$ cat src/rtl/local_extremum_3x3_detector_unit_assert.svh
// ----------------------------------------------------------------------------
// local extremum 3x3 detector assertion macros
// concurrent checks on clk with reset disable, empty when SYNTH is set
// ----------------------------------------------------------------------------
`ifndef LOCAL_EXTREMUM_3X3_DETECTOR_UNIT_ASSERT_SVH
`define LOCAL_EXTREMUM_3X3_DETECTOR_UNIT_ASSERT_SVH

`ifndef SYNTH

`define LEXT_ASSERT(lbl, prop) \
    lbl: assert property (@(posedge clk) disable iff (!rst_n) prop) \
        else $error("local extremum unit: check failed");

`define LEXT_NEVER(lbl, expr) \
    lbl: assert property (@(posedge clk) disable iff (!rst_n) !(expr)) \
        else $error("local extremum unit: forbidden condition");

`else

`define LEXT_ASSERT(lbl, prop)

`define LEXT_NEVER(lbl, expr)

`endif

`endif

$ cat src/rtl/lext3_pkg.sv
// ----------------------------------------------------------------------------
// lext3_pkg
// shared types and constants of the 3x3 local extremum detector
// ----------------------------------------------------------------------------
package lext3_pkg;

    localparam int DEF_MAX_WIDTH = 1024;

    localparam int PIX_W      = 8;
    localparam int FW_W       = 11;
    localparam int FH_W       = 16;
    localparam int CFG_IDX_W  = 3;
    localparam int CFG_DATA_W = 16;

    typedef logic [PIX_W-1:0] pix_t;

    localparam pix_t PIX_MIN = 8'h00;
    localparam pix_t PIX_MAX = 8'hFF;

    localparam logic [FW_W-1:0]  RST_WIDTH     = 11'd640;
    localparam logic [FH_W-1:0]  RST_HEIGHT    = 16'd480;
    localparam pix_t             RST_THRESHOLD = 8'd0;

    localparam logic CONN_4   = 1'b0;
    localparam logic CONN_8   = 1'b1;
    localparam logic KIND_MAX = 1'b0;
    localparam logic KIND_MIN = 1'b1;

    typedef enum logic [CFG_IDX_W-1:0] {
        REG_WIDTH     = 3'd0,
        REG_HEIGHT    = 3'd1,
        REG_THRESHOLD = 3'd2,
        REG_CONNECT   = 3'd3,
        REG_KIND      = 3'd4
    } cfg_reg_t;

    typedef struct packed {
        pix_t threshold;
        logic connectivity;
        logic kind;
    } mode_t;

    // set bit: neighbours on that side lie outside the frame
    typedef struct packed {
        logic left;
        logic right;
        logic top;
        logic bottom;
    } border_t;

    typedef struct packed {
        pix_t pixel_out;
        logic is_extremum;
        logic last_of_run;
        logic frame_end;
    } result_t;

endpackage

$ cat src/rtl/lext3_judge.sv
// ----------------------------------------------------------------------------
// lext3_judge
// threshold and neighbour test of one window centre
// ----------------------------------------------------------------------------
module lext3_judge (
    input  lext3_pkg::mode_t         mode,
    input  lext3_pkg::border_t       border,
    input  lext3_pkg::pix_t    [2:0] col_l,     // [0] top, [1] middle, [2] bottom
    input  lext3_pkg::pix_t    [2:0] col_c,
    input  lext3_pkg::pix_t    [2:0] col_r,
    output lext3_pkg::pix_t          pixel_out,
    output logic                     is_extremum
);
    import lext3_pkg::*;

    pix_t          v;
    pix_t    [7:0] nb;
    logic    [7:0] nb_en;
    logic          diag;
    logic          ok;

    always_comb
    begin
        v    = col_c[1];
        diag = (mode.connectivity == CONN_8);

        // up-left, up, up-right, left, right, down-left, down, down-right
        nb[0] = col_l[0];
        nb[1] = col_c[0];
        nb[2] = col_r[0];
        nb[3] = col_l[1];
        nb[4] = col_r[1];
        nb[5] = col_l[2];
        nb[6] = col_c[2];
        nb[7] = col_r[2];

        nb_en[0] = diag & !border.top & !border.left;
        nb_en[1] = !border.top;
        nb_en[2] = diag & !border.top & !border.right;
        nb_en[3] = !border.left;
        nb_en[4] = !border.right;
        nb_en[5] = diag & !border.bottom & !border.left;
        nb_en[6] = !border.bottom;
        nb_en[7] = diag & !border.bottom & !border.right;

        if (mode.kind == KIND_MIN)
            ok = (v <= mode.threshold);
        else
            ok = (v >= mode.threshold);

        for (int i = 0; i < 8; i++)
        begin
            if (nb_en[i])
            begin
                if (mode.kind == KIND_MIN)
                begin
                    if (nb[i] < v)
                        ok = 1'b0;
                end
                else
                begin
                    if (nb[i] > v)
                        ok = 1'b0;
                end
            end
        end

        is_extremum = ok;
        if (ok)
            pixel_out = v;
        else if (mode.kind == KIND_MIN)
            pixel_out = PIX_MAX;
        else
            pixel_out = PIX_MIN;
    end

endmodule

$ cat config.mk
export PLATFORM = sky130hd
export DESIGN_NAME = lext3_judge
export DESIGN_NICKNAME = d
export VERILOG_FILES = /design/src/rtl/local_extremum_3x3_detector_unit_assert.svh /design/src/rtl/lext3_pkg.sv /design/src/rtl/lext3_judge.sv
export SDC_FILE = /design/constraint.sdc
export NUM_CORES = 1
export LEC_CHECK = 0
export ABC_AREA = 1
export BUFFER_PORTS_ARGS = -buffer_cell sky130_fd_sc_hd__buf_2
export CAP_MARGIN = 20
export CORE_MARGIN = 4
export CORE_UTILIZATION = 50
export DETAILED_ROUTE_END_ITERATION = 8
export GPL_TIMING_DRIVEN = 0
export PLACE_DENSITY = 0.85
export SYNTH_ARGS = -nofsm -noshare
export SYNTH_HDL_FRONTEND = slang
export SYNTH_SLANG_ARGS = --single-unit
export TNS_END_PERCENT = 20
$ cat constraint.sdc
create_clock -name vclk -period 2.2
set_clock_uncertainty 0.05 [all_clocks]
set_input_delay 0.11 -clock vclk [all_inputs]
set_output_delay 0.11 -clock vclk [all_outputs]
set_load 0.05 [all_outputs]
==> results.md <==
* Multi-input gate area at between 0.002 and 0.0025 mm2
* Final Cycle Share at 1.06
* WP buf/inv at 4
* Cells after synthesis at between 300 and 400
* Least-Margin Pin Slew at roughly 0.34 ns
* Final #Nets at a little under 600
* Slew HR at 0.772
* Synth top cells by count: 93 x nand2_1, 72 x ha_1, 46 x inv_1
* DRT Pass-1 Iters at 4
* CP arrival at ~2.2 ns
* Power Total at roughly 0.82 mW
* Failing checks: negative setup slack
* Detailed placement HPWL at about 4.7 mm
* Non-filler cells in the finished layout at around 470
* Hold buffers post-CTS at 0
* Slowest stage delay, CP at around 0.33 ns
* Area leader, netlist: ha_1
* DRC violations left at 0
* Initial Util at 0.539
* Share of the synthesized area in the top cell type at 0.440
* Critical path fanouts, max at 7
* Lkg Pwr at 1.76 nW
* Setup CP Type: in -> out
* Fillers at 197
* Worst hold slack at around 0.59 ns
* Unrepaired setup endpoints after global routing: yes
* Gpl congestion at ~0.92
* Syn Nets at 475
* First-pass GRT wire length at roughly 10 mm
* Peak Freq at roughly 0.43 GHz
* Vias in the first global route at about 2.3k
* CP required at a little over 2 ns
* Die Area at 0.00518 mm2
* Max Cap Viol at 0
* Top delay family on crit path: simple AND/OR/NAND/NOR gates
* Largest cells by area after synthesis: ha_1 44%, nand2_1 17%, inv_1 8.4%
* Die X at 72.0 um
* Mean Syn Cell Area at between 6 and 7 um2
* Area after DPL at approximately 0.0026 mm2
* Setup TNS at -0.627 ns
* Synthesized area at 0.00205 mm2
* Seq_cells at 0
* WL per Instance at roughly 16 um
* Layout cells sized above 1 at 0.431
* Ports at 95
* Hold WC Path Type: in -> out
* Pre-CTS setup slack at -0.107 ns
* Final worst setup slack at -0.130 ns
* Reg area at 0 um2
* Post-route minimum period at ~2.3 ns
* Syn-to-layout area delta at 59.4%
* Seq/Total Area, Yosys at 0
* Final Max Tran Viols at 0
* Site Rows at 22
* Pin count of the biggest net entering global routing at 11
* Dpl cells at 460
* Final hold violations at 0
* Cell with the most instances after synthesis: nand2_1
* Critical Path Source Type: primary input
* Routed vias/inst at between 5 and 6
* Antenna Cells at 0
* Worst setup EP type: primary output
* CP Cell Sequence: buf_4 > clkinvlp_4 > buf_12 > ha_1 > a21oi_1 > o21a_1 > nand3_1 > nand3b_1 > nand2_2 > nor2_4 > nand3_1 > nand2_2 > buf_6
* GRT Total Usage at 0.233
* Clock Buffer Count at 0
* Antenna violations before repair at 0
* Worst path slowest cell: ha_1
* Peak supply drop at ~0.13 mV
* Die Ht at slightly above 70 um
* Fin util at 0.858
* Yosys warning count at 0
* Synth unique cells at 22
* Routed Antenna Nets at 0
* Final Instance Area at 0.00326 mm2
* Starting DRT DRC Count at around 120
* Congestion Overflow GR at 0
* WL final at 7.69 mm
* Via count at 2563
* Status: complete, but fails checks
* Power per cell area at 250 mW/mm2
* Setup violators final at 8
* Port-buffer cells at between 90 and 100
* Core Footprint at between 0.003 and 0.004 mm2
-- report_power, final --
part | total [mW] | switching [mW] | internal [mW]
registers | 0 | 0 | 0
logic | 0.815 | 0.464 | 0.352
clock network | 0 | 0 | 0
total | 0.815 | 0.464 | 0.352
-- area by class of cell --
type / count / area share
Multi-Input combinational cell: 271 / 0.702
Timing Repair Buffer: 106 / 0.215
Inverter: 47 / 0.0610
Tap cell: 48 / 0.0184
Buffer: 1 / 0.00345
-- logic make-up after synthesis --
family                     after synthesis  synth area share
AOI/OAI and AO/OA                       42             0.122
and+or+nand+nor                        155             0.346
adders and majority gates               72             0.440
buffers and inverters                   48            0.0917
-- placed cells by master, fill, tap and decap left out --
cell        synthesis  final
buf_2               0     81
nand2_1            93     79
ha_1               72     50
inv_1              46     40
ha_4                0     22
a21oi_1            26     20
nand3_1            22     19
nand2_2             4     16
buf_6               1     13
nor2_2              0      8
buf_4               0      8
nand4_1             7      7
clkinvlp_4          0      6
o21a_1              6      6
nor2_1             16      6
a21oi_2             0      6
o21bai_1            5      5
nor2_4              1      5
buf_12              0      5
nor3_1              4      4
nand3_2             2      4
nand2_4             2      3
a21o_1              3      3
nand3b_1            2      2
inv_2               1      1
nand3b_2            1      1
nand3_4             0      1
nor2_8              1      1
o21ai_0             1      1
o21ai_2             1      1
nand2_8             0      1
-- worst paths after layout --
| kind | startpoint | to | slack (ns) | cells past startpoint |
|---|---|---|---|---|
| worst max-delay path | col_c[13] | pixel_out[7] | -0.13 | 13 |
| worst min-delay path | col_c[10] | pixel_out[2] | 0.59 | 4 |
-- metal layers --
layer | up-vias | track usage | share of wire
met3 | 24 | 0.0125 | 0.058
met2 | 106 | 0.429 | 0.51
met5 | - | 0 | 0
met4 | 0 | 0.0605 | 0.029
met1 | 1147 | 0.293 | 0.40
li1 | 1286 | - | -
-- repair_timing --
item | 4_1_cts | 5_1_grt
gates resized for setup | 43 | 52
pin swaps | 11 | 27
gates cloned | 2 | 0
endpoints found under the setup margin | 9 | 9
buffers inserted | 9 | 2
endpoints found under the hold margin | 0 | 0
Power figures use the tool's default switching activity.
